==> src/design/sce_pkg.sv <==
// Package for the shared cursor edge tracker: beat types, command and edge codes,
// register indexes, reset values and the sequencer state type.
// No dependencies; used by shared_cursor_edge_tracker_core.
package sce_pkg;

	// Command codes
	localparam logic [1:0] CMD_MOVE   = 2'd0;
	localparam logic [1:0] CMD_SCREEN = 2'd1;
	localparam logic [1:0] CMD_SWITCH = 2'd2;
	localparam logic [1:0] CMD_OTHER  = 2'd3;

	// Entry edge codes
	localparam logic [2:0] EDGE_NONE   = 3'd0;
	localparam logic [2:0] EDGE_LEFT   = 3'd1;
	localparam logic [2:0] EDGE_RIGHT  = 3'd2;
	localparam logic [2:0] EDGE_TOP    = 3'd3;
	localparam logic [2:0] EDGE_BOTTOM = 3'd4;

	// Configuration register indexes
	localparam int unsigned CFG_IDX_W = 2;
	localparam logic [CFG_IDX_W-1:0] CFG_LOCAL_WIDTH  = 2'd0;
	localparam logic [CFG_IDX_W-1:0] CFG_LOCAL_HEIGHT = 2'd1;

	// Reset values
	localparam logic [15:0] RST_LOCAL_WIDTH  = 16'd1920;
	localparam logic [15:0] RST_LOCAL_HEIGHT = 16'd1080;
	localparam logic [15:0] RST_REMOTE_W     = 16'd1920;
	localparam logic [15:0] RST_REMOTE_H     = 16'd1080;

	// Divider length: one quotient bit per cycle over a 32-bit dividend
	localparam int unsigned DIV_STEPS = 32;
	localparam int unsigned DIV_CNT_W = $clog2(DIV_STEPS);

	typedef struct packed {
		logic [1:0]         cmd;
		logic signed [15:0] delta_x;
		logic signed [15:0] delta_y;
		logic [2:0]         edge_code;
		logic [15:0]        edge_offset;
		logic [15:0]        far_width;
		logic [15:0]        far_height;
	} in_item_t;

	typedef struct packed {
		logic [15:0] pos_x;
		logic [15:0] pos_y;
		logic        position_issued;
		logic        is_active;
		logic        returned;
	} out_item_t;

	typedef enum logic [1:0] {
		ST_IDLE,
		ST_EXEC,
		ST_DIV,
		ST_DONE
	} st_t;

endpackage

==> src/design/shared_cursor_edge_tracker_core.sv <==
// Shared cursor edge tracker: sequencer, cursor state and the shared serial divider.
// Depends on sce_pkg.
//
// Usage
//   in_valid/in_ready/in_data carry one event beat (move, screen info, switch,
//   other). out_valid/out_ready/out_data return exactly one result beat per event.
//   cfg_valid/cfg_ready/cfg_index/cfg_data write local_width (index 0) and
//   local_height (index 1); other indexes are dropped. cfg_ready is always high;
//   write only while no event is in flight.
// Sequencing
//   One event at a time. An event is taken in IDLE and worked in EXEC; out_valid
//   rises in DONE, which follows EXEC for most events. A switch onto a known edge
//   with non-zero sizes first scales the offset through the shared restoring
//   divider in DIV, one quotient bit per cycle, before DONE. in_ready returns
//   the cycle after the result beat is taken.
// Reset
//   arst_n clears the sequencer, the active flag and the cursor, and restores
//   the local and far sizes to 1920 x 1080.
// Stall
//   While out_ready is low the result beat is held unchanged and no new event
//   is taken.
module shared_cursor_edge_tracker_core (
	input  logic                              clk,
	input  logic                              arst_n,
	input  logic                              in_valid,
	output logic                              in_ready,
	input  sce_pkg::in_item_t                 in_data,
	output logic                              out_valid,
	input  logic                              out_ready,
	output sce_pkg::out_item_t                out_data,
	input  logic                              cfg_valid,
	output logic                              cfg_ready,
	input  logic [sce_pkg::CFG_IDX_W-1:0]     cfg_index,
	input  logic [15:0]                       cfg_data
);

	sce_pkg::st_t state_q, state_d;

	logic [15:0] local_w_q, local_h_q;
	logic [15:0] remote_w_q, remote_h_q;
	logic [15:0] cursor_h_q, cursor_v_q;
	logic [2:0]  entry_q;
	logic        active_q, issued_q, back_q;

	sce_pkg::in_item_t item_q;

	logic [31:0] dvd_q;
	logic [15:0] rem_q;
	logic [15:0] div_q;
	logic        to_v_q;
	logic [sce_pkg::DIV_CNT_W-1:0] cnt_q;

	// Clamp of cur + signed d, summed in 18 bits, into [0, size-1] (0 when size is 0)
	function automatic logic [15:0] clamp_axis(input logic [15:0] cur,
		input logic [15:0] d, input logic [15:0] size);
		logic signed [17:0] v;
		logic [15:0]        hi;
		hi = (size == 16'd0) ? 16'd0 : size - 16'd1;
		v  = $signed({2'b00, cur}) + $signed({{2{d[15]}}, d});
		if (v[17])
			return 16'd0;
		else if (v[16:0] > {1'b0, hi})
			return hi;
		else
			return v[15:0];
	endfunction

	function automatic logic [15:0] axis_max(input logic [15:0] size);
		return (size == 16'd0) ? 16'd0 : size - 16'd1;
	endfunction

	// Execute-cycle datapath
	logic [15:0] exe_h, exe_v, exe_rw, exe_rh, exe_far, exe_near;
	logic [2:0]  exe_entry;
	logic        exe_active, exe_issued, exe_back, exe_div, exe_to_v;
	logic [31:0] exe_prod;

	always_comb begin
		exe_h      = cursor_h_q;
		exe_v      = cursor_v_q;
		exe_rw     = remote_w_q;
		exe_rh     = remote_h_q;
		exe_entry  = entry_q;
		exe_active = active_q;
		exe_issued = 1'b0;
		exe_back   = 1'b0;
		exe_div    = 1'b0;
		exe_to_v   = 1'b0;
		exe_far    = remote_h_q;
		exe_near   = local_h_q;
		unique case (item_q.cmd)
			sce_pkg::CMD_MOVE: begin
				if (active_q) begin
					exe_h      = clamp_axis(cursor_h_q, item_q.delta_x, local_w_q);
					exe_v      = clamp_axis(cursor_v_q, item_q.delta_y, local_h_q);
					exe_issued = 1'b1;
					case (entry_q)
						sce_pkg::EDGE_LEFT:   exe_back = (exe_h == 16'd0);
						sce_pkg::EDGE_RIGHT:  exe_back = (exe_h >= axis_max(local_w_q));
						sce_pkg::EDGE_TOP:    exe_back = (exe_v == 16'd0);
						sce_pkg::EDGE_BOTTOM: exe_back = (exe_v >= axis_max(local_h_q));
						default:              exe_back = 1'b0;
					endcase
					if (exe_back)
						exe_active = 1'b0;
				end
			end
			sce_pkg::CMD_SCREEN: begin
				exe_rw = item_q.far_width;
				exe_rh = item_q.far_height;
			end
			sce_pkg::CMD_SWITCH: begin
				exe_active = 1'b1;
				exe_entry  = item_q.edge_code;
				exe_issued = 1'b1;
				case (item_q.edge_code)
					sce_pkg::EDGE_LEFT, sce_pkg::EDGE_RIGHT: begin
						exe_h    = (item_q.edge_code == sce_pkg::EDGE_LEFT) ? 16'd0
							: axis_max(local_w_q);
						exe_v    = 16'd0;
						exe_to_v = 1'b1;
						exe_far  = remote_h_q;
						exe_near = local_h_q;
						exe_div  = (remote_h_q != 16'd0) && (local_h_q != 16'd0);
					end
					sce_pkg::EDGE_TOP, sce_pkg::EDGE_BOTTOM: begin
						exe_v    = (item_q.edge_code == sce_pkg::EDGE_TOP) ? 16'd0
							: axis_max(local_h_q);
						exe_h    = 16'd0;
						exe_far  = remote_w_q;
						exe_near = local_w_q;
						exe_div  = (remote_w_q != 16'd0) && (local_w_q != 16'd0);
					end
					default: begin
						exe_h = {1'b0, local_w_q[15:1]};
						exe_v = {1'b0, local_h_q[15:1]};
					end
				endcase
			end
			default: ;
		endcase
		exe_prod = {16'd0, item_q.edge_offset} * {16'd0, exe_near};
	end

	// Shared divider step
	logic [16:0] div_trial;
	logic        div_ge;
	logic [16:0] div_diff;
	logic [31:0] div_quot;
	logic [15:0] div_sat;
	logic        div_last;

	always_comb begin
		div_trial = {rem_q, dvd_q[31]};
		div_ge    = div_trial >= {1'b0, div_q};
		div_diff  = div_trial - {1'b0, div_q};
		div_quot  = {dvd_q[30:0], div_ge};
		div_sat   = (|div_quot[31:16]) ? 16'hFFFF : div_quot[15:0];
		div_last  = (cnt_q == sce_pkg::DIV_CNT_W'(sce_pkg::DIV_STEPS - 1));
	end

	// Next state
	always_comb begin
		state_d = state_q;
		unique case (state_q)
			sce_pkg::ST_IDLE: if (in_valid) state_d = sce_pkg::ST_EXEC;
			sce_pkg::ST_EXEC: state_d = exe_div ? sce_pkg::ST_DIV : sce_pkg::ST_DONE;
			sce_pkg::ST_DIV:  if (div_last) state_d = sce_pkg::ST_DONE;
			sce_pkg::ST_DONE: if (out_ready) state_d = sce_pkg::ST_IDLE;
			default:          state_d = sce_pkg::ST_IDLE;
		endcase
	end

	// Handshake outputs
	always_comb begin
		in_ready  = (state_q == sce_pkg::ST_IDLE);
		out_valid = (state_q == sce_pkg::ST_DONE);
		cfg_ready = 1'b1;
		out_data.pos_x           = cursor_h_q;
		out_data.pos_y           = cursor_v_q;
		out_data.position_issued = issued_q;
		out_data.is_active       = active_q;
		out_data.returned        = back_q;
	end

	// Sequencer and architectural state
	always_ff @(posedge clk or negedge arst_n) begin
		if (!arst_n) begin
			state_q    <= sce_pkg::ST_IDLE;
			local_w_q  <= sce_pkg::RST_LOCAL_WIDTH;
			local_h_q  <= sce_pkg::RST_LOCAL_HEIGHT;
			remote_w_q <= sce_pkg::RST_REMOTE_W;
			remote_h_q <= sce_pkg::RST_REMOTE_H;
			cursor_h_q <= 16'd0;
			cursor_v_q <= 16'd0;
			entry_q    <= sce_pkg::EDGE_NONE;
			active_q   <= 1'b0;
			issued_q   <= 1'b0;
			back_q     <= 1'b0;
			cnt_q      <= '0;
		end else begin
			state_q <= state_d;
			if (cfg_valid && cfg_ready) begin
				unique case (cfg_index)
					sce_pkg::CFG_LOCAL_WIDTH:  local_w_q <= cfg_data;
					sce_pkg::CFG_LOCAL_HEIGHT: local_h_q <= cfg_data;
					default: ;
				endcase
			end
			if (state_q == sce_pkg::ST_EXEC) begin
				cursor_h_q <= exe_h;
				cursor_v_q <= exe_v;
				remote_w_q <= exe_rw;
				remote_h_q <= exe_rh;
				entry_q    <= exe_entry;
				active_q   <= exe_active;
				issued_q   <= exe_issued;
				back_q     <= exe_back;
				cnt_q      <= '0;
			end
			if (state_q == sce_pkg::ST_DIV) begin
				cnt_q <= cnt_q + sce_pkg::DIV_CNT_W'(1);
				if (div_last) begin
					if (to_v_q)
						cursor_v_q <= div_sat;
					else
						cursor_h_q <= div_sat;
				end
			end
		end
	end

	// Item capture and divider datapath
	always_ff @(posedge clk) begin
		if (in_valid && in_ready)
			item_q <= in_data;
		if (state_q == sce_pkg::ST_EXEC) begin
			dvd_q  <= exe_prod;
			rem_q  <= 16'd0;
			div_q  <= exe_far;
			to_v_q <= exe_to_v;
		end else if (state_q == sce_pkg::ST_DIV) begin
			dvd_q <= div_quot;
			rem_q <= div_ge ? div_diff[15:0] : div_trial[15:0];
		end
	end

	// Checks
	a_one_side: assert property (@(posedge clk) disable iff (!arst_n)
		!(in_ready && out_valid))
		else $error("input and output sides open together");

	a_div_ends: assert property (@(posedge clk) disable iff (!arst_n)
		(state_q == sce_pkg::ST_DIV && div_last) |=> (state_q == sce_pkg::ST_DONE))
		else $error("divider did not finish after its last step");

	a_return_drops: assert property (@(posedge clk) disable iff (!arst_n)
		out_valid && out_data.returned |-> !out_data.is_active && out_data.position_issued)
		else $error("return beat with active flag still set");

	a_accept_exec: assert property (@(posedge clk) disable iff (!arst_n)
		(in_valid && in_ready) |=> (state_q == sce_pkg::ST_EXEC))
		else $error("accepted beat not executed");

	a_rem_bound: assert property (@(posedge clk) disable iff (!arst_n)
		(state_q == sce_pkg::ST_DIV) |-> (rem_q < div_q))
		else $error("divider remainder out of range");

endmodule

==> config.mk <==
export PLATFORM = sky130hd
export DESIGN_NAME = shared_cursor_edge_tracker_core
export DESIGN_NICKNAME = d
export VERILOG_FILES = /design/src/design/sce_pkg.sv /design/src/design/shared_cursor_edge_tracker_core.sv
export SDC_FILE = /design/constraint.sdc
export NUM_CORES = 1
export LEC_CHECK = 0
export BUFFER_PORTS_ARGS = -buffer_cell sky130_fd_sc_hd__buf_2
export CAP_MARGIN = 10
export CORE_MARGIN = 3
export CORE_UTILIZATION = 40
export DETAILED_ROUTE_END_ITERATION = 16
export GPL_TIMING_DRIVEN = 0
export SYNTH_ARGS = -nofsm -noshare
export SYNTH_HDL_FRONTEND = slang
export SYNTH_SLANG_ARGS = --single-unit
==> constraint.sdc <==
create_clock -name clk -period 8.8 [get_ports clk]
set_clock_uncertainty 0.1 [all_clocks]
set_input_delay 0 -clock clk [delete_from_list [all_inputs] [get_ports clk]]
set_output_delay 0 -clock clk [all_outputs]
set_load 0.01 [all_outputs]
### Yosys cells after proc, flatten, opt, wreduce, memory -nomap -nowiden

Index checks and enable logic that the tools add are counted.

| storage, ports and cells | value |
|---|---|
| register bits | 259 |
| logic and storage cells | 132 |
| output and inout port bits | 38 |
| input port bits | 108 |

| operators by class | value |
|---|---|
| reduce and logical (&&, ||, !) cells | 25 |
| $lt $le $gt $ge | 5 |
| $mul | 1 |
| multiplexer cells | 54 |
| $add $sub $neg | 6 |
| equal/unequal tests | 18 |

Operator list:

| cell | count |
|---|---|
| 16-bit two-way mux | 28 |
| 16-bit case mux with 2 select lines | 4 |
| 16-bit logical NOT | 4 |
| 32-bit two-way mux | 2 |
| 16-bit nonzero test | 4 |
| 17-bit by 16-bit adder with 18-bit output | 2 |
| 17-bit by 16-bit greater-than comparator with 1-bit output | 2 |
| 16-bit greater-or-equal comparator | 2 |
| 16-bit by 16-bit multiplier with 32-bit output | 1 |
| 16-bit by 1-bit subtractor with 16-bit output, second input constant | 2 |
| 17-bit by 16-bit greater-or-equal comparator with 1-bit output | 1 |
| 16-bit OR reduction | 1 |
| 16-bit subtractor | 1 |
| 3-bit by 2-bit equality test with 1-bit output, second input constant | 4 |
| 1-bit two-way mux | 10 |
| 5-bit two-way mux | 2 |
| 2-bit AND reduction | 5 |
| 2-bit case mux with 4 select lines | 1 |
| 2-bit by 1-bit equality test with 1-bit output, second input constant | 3 |
| 2-bit equality test, second input constant | 3 |
| 3-bit by 1-bit equality test with 1-bit output, second input constant | 2 |
| 3-bit equality test, second input constant | 2 |
| 2-bit logical NOT | 3 |
| 2-bit two-way mux | 3 |
| 10 further kinds | 17 |

### Depth between registers and ports, before layout

| logic depth | value |
|---|---|
| depth after elaboration | 14 |
| mapped depth | 32 |

### Worst setup path before layout

Ideal clock, no wire load.

| timing | value |
|---|---|
| path type | reg2reg |
| start point | register item_q[48] in the netlist's numbering |
| end point | register dvd_q[29], data pin |
| slack | 367 ps |
| data arrival time | 8073 ps |
| stages on the path, launching flop included | 32 |
| period minus slack after synthesis | 8433 ps |
| path through | edfxtp_1 > nor2_1 > and2_1 > clkbuf_1 > a21oi_1 > nor2_1 > clkbuf_1 > mux2_2 > clkbuf_1 > nand2_1 > fa_1 > inv_1 > fa_1 > inv_1 > fa_1 > inv_1 > fa_1 > inv_1 > fa_1 > inv_1 > fa_1 > ha_1 > and3_1 > a221o_1 > and2_1 > a2111oi_0 > a211oi_1 > o21ai_0 > o2111ai_1 > a21oi_1 > xnor2_1 > mux2_2 |

| between the ends | value |
|---|---|
| word-level cells in the longest chain between the ends | 6 |

RTL lines:

| what | line | source |
|---|---|---|
| start, declared | shared_cursor_edge_tracker_core.sv:45 | `sce_pkg::in_item_t item_q;` |
| start signal, assigned | shared_cursor_edge_tracker_core.sv:236 | `item_q <= in_data;` |
| 3-bit by 2-bit equality test with 1-bit output / 3-bit equality test (equally long branches) | shared_cursor_edge_tracker_core.sv:116 | `case (item_q.edge_code)` |
| 2-bit OR reduction * | shared_cursor_edge_tracker_core.sv:116 |  |
| 16-bit two-way mux * | shared_cursor_edge_tracker_core.sv:116 |  |
| 16-bit two-way mux * | shared_cursor_edge_tracker_core.sv:91 | `unique case (item_q.cmd)` |
| 16-bit by 16-bit multiplier with 32-bit output * | shared_cursor_edge_tracker_core.sv:142 | `exe_prod = {16'd0, item_q.edge_offset} * {16'd0, exe_near};` |
| 32-bit two-way mux * | shared_cursor_edge_tracker_core.sv:237 | `if (state_q == sce_pkg::ST_EXEC) begin` |
| end signal, assigned | shared_cursor_edge_tracker_core.sv:238 | `dvd_q <= exe_prod;` |
| end signal, assigned | shared_cursor_edge_tracker_core.sv:243 | `dvd_q <= div_quot;` |
| end, declared | shared_cursor_edge_tracker_core.sv:47 | `logic [31:0] dvd_q;` |

Mark *: on every way between the ends. The rest lies on a longest branch, timed or not.
A chain may end at the register's enable or synchronous reset.

### Worst setup path after layout

| timing | value |
|---|---|
| start point | register item_q[49] in the netlist's numbering |
| end point | register dvd_q[26], data pin |

Same word-level chain as after synthesis.

==> metrics.md <==
| Metric | Value |
|---|---|
| Die H | ~250 um |
| Root cell of the clock tree | clkbuf_16 |
| Max H-tree Level | 2 |
| Max_cap viols | 0 |
| Starting Density | 0.409 |
| Critical path arrival | approximately 8700 ps |
| Number of enable flip-flop cells after synthesis | 134 |
| Crit share post-route | 0.969 |
| Register area share after synthesis | 0.290 |
| Routability congestion estimate | 0.950 |
| Area after DPL | between 20000 and 30000 sq um |
| Final Critical Period | 8530 ps |
| Rel. slew slack | 0.262 |
| CP Capture Type | register |
| Status | complete, no violations |
| Cts bufs inserted | 34 |
| Cells after synthesis | between 2000 and 3000 |
| Routed WL | about 73000 um |
| Number of global-route vias before repair | between 20000 and 25000 |
| Clk slew on worst S/H paths | ~50 ps |
| Fmax | ~120 MHz |
| Top Ports | around 150 |
| Largest family of logic cells by synthesized area | adder cells |
| DR WL/cell | 20.1 um |
| CP max FO | 10 |
| Clock Tree Buf Depth | 3 |
| Multiplexer share of the synthesized area | 0.0668 |
| Async SR Flop Fraction | 0.421 |
| Total negative slack | 0 ps |
| Most used cell, CP | fa_1 |
| Die Wd | roughly 250 um |
| Initial drt markers | roughly 1300 |
| Die area | roughly 64000 sq um |
| Area occupied by multi-input gates | approximately 16000 sq um |
| Sequential Area | 7090 sq um |
| Worst skew pair latency | ~560 ps |
| XOR/XNOR share of the synthesized area | 0.0323 |
| Netlist Area Pre-Place | ~24000 sq um |
| Initial antenna violation count | 0 |
| Vias per cell | 5.46 |
| Slew @ Worst Pin | around 1100 ps |
| CTS Sinks | 259 |
| Detailed Routing Iterations Pass 1 | 5 |
| Slew Limit Fails | 0 |
| Area growth syn-to-layout | 16.7% |
| DRC errors left | 0 |
| TritonCTS clock tree | yes |
| Global-route wire length before repair | roughly 120000 um |
| HP Class | in2reg |
| Post-Syn Nets | slightly above 3000 |
| Post-route ant nets | 0 |
| Startpoint types | register |
| Grt total ovfl | 0 |
| Final Hold Fails | 0 |
| Most frequent cells in the layout | inv_1, nand2_1, ha_1, fa_1, nor2_1 |
| Layout cells sized above 1 | 0.141 |
| Fill count | 5597 |
| Mean instance size in the synthesized netlist | a little under 10 sq um |
| PortBufs | approximately 140 |
| Adder-Cell Fraction of Synth Area | 0.277 |
| Std-Cell Rows | between 80 and 90 |
| Fin util | 0.478 |
| Fin nets | between 3000 and 4000 |
| Commonest non-fill, non-tap cell in the layout | inv_1 |
| Synthesized flop and latch total | between 200 and 300 |
| Core Area | 59700 sq um |
| CP peak stage delay | ~530 ps |
| Finish-stage setup viols | 0 |
| Prevailing post-synth register cell | edfxtp_1 |
| Worst hold slack | ~25 ps |
| Overall Global Routing Usage | 0.231 |
| Synth Area in Compound Gates | 0.123 |
| Slowest CP cell | fa_1 |
| Largest net degree at the start of global routing | 54 |
| Critical Path RT | about 9000 ps |
| Yosys cell types | 84 |
| Crit Path Category | reg2reg |
| Synth Area in Simple Gates | 0.142 |
| Post-route cell area | approximately 29000 sq um |
| DP Wirelength | 57600 um |
| Via count | between 15000 and 20000 |
| Synth warn | 0 |
state kept, by name, summed over array words and instances, names as in the netlist:
signal and flops:
active_q 1, item_q 85, to_v_q 1, local_w_q 16
issued_q 1, dvd_q 32, remote_w_q 16, remote_h_q 16
local_h_q 16, cnt_q 5, cursor_h_q 16, div_q 16
cursor_v_q 16, entry_q 3, state_q 2, back_q 1
rem_q 16
repair_timing:
| item | CTS | global route |
|---|---|---|
| pin swaps | 0 | 1 |
| endpoints found under the setup margin | 18 | 11 |
| endpoints found under the hold margin | 220 | 0 |
| gates resized for setup | 21 | 25 |
| hold buffers | 106 | 0 |
| setup buffers | 2 | 5 |
worst max-delay path: cells and delay by family, from the launching register on:
kind	cells	cell delay [ps]
buf+inv	8	920
mux	1	270
compound gates	6	1830
flops	1	440
fa+ha+maj	7	3330
xor+xnor	1	100
simple gates	7	1270
worst paths after layout:
check                            from        endpoint  slack, ps  cells after the start
max                        item_q[49]       dvd_q[26]        270                     30
min                          in_valid      item_q[49]         20                      2
max reg2reg                item_q[49]       dvd_q[26]        270                     30
min reg2reg                item_q[23]   remote_w_q[7]        370                      1
max in group asynchronous      arst_n  remote_w_q[10]       7560                      4
min in group asynchronous      arst_n   cursor_v_q[1]        370                      3
final cells by class:
class | count | area share
plain buffers | 107 | 0.0174
inverters | 314 | 0.0414
well taps | 773 | 0.0339
clock buffers | 44 | 0.0319
repair buffers | 260 | 0.0684
diodes | 1 | 0.0000878
flip-flops and latches | 259 | 0.249
clock inverters | 17 | 0.00588
multi-input cells | 1845 | 0.552
logic make-up (layout without fill, tap and decap cells):
group	count (synthesis)	after routing
buffers and inverters	428	742
XOR/XNOR	90	90
multiplexers	148	148
AO/OA/AOI/OAI	466	466
adder cells (fa/ha/maj)	423	423
flip-flops	259	259
AND/OR/NAND/NOR	717	717
other	1	2
stage by stage:
| stage | setup slack (ps) | cells |
|---|---|---|
| 2_1_floorplan | 367 | 2532 |
| 3_3_place_gp | -1400 | 3449 |
| 3_5_place_dp | -1560 | 3452 |
| 4_1_cts | 22.1 | 3618 |
| 5_1_grt | -12.2 | 3619 |
| 6_report | 272 | 3620 |
cells in the mapped netlist (all sizes together) (27+ instances only):
cell | instances | share of area
xnor2 | 62 | 0.022
nand3 | 29 | 0.0059
ha | 226 | 0.12
nor3 | 45 | 0.0092
a21oi | 148 | 0.030
nor2 | 162 | 0.025
nand2 | 232 | 0.036
o21ai | 86 | 0.018
mux2 | 121 | 0.056
fa | 197 | 0.16
edfxtp | 134 | 0.16
a21o | 36 | 0.011
mux2i | 27 | 0.011
inv | 314 | 0.048
xor2 | 28 | 0.010
dfrtp | 93 | 0.095
clkbuf | 99 | 0.016
nor2b | 67 | 0.017
and2 | 60 | 0.015
a211oi | 34 | 0.011
routing by layer:
metal	share of wire	GRT usage	wire length [um]
met1	0.43	0.296	31000
met2	0.48	0.401	35300
met3	0.052	0.0303	3760
met4	0.038	0.0829	2740
met5	0	0	0
Power is not shown: default switching activity piles up to over one toggle a cycle in this logic, so the estimate is an artifact.
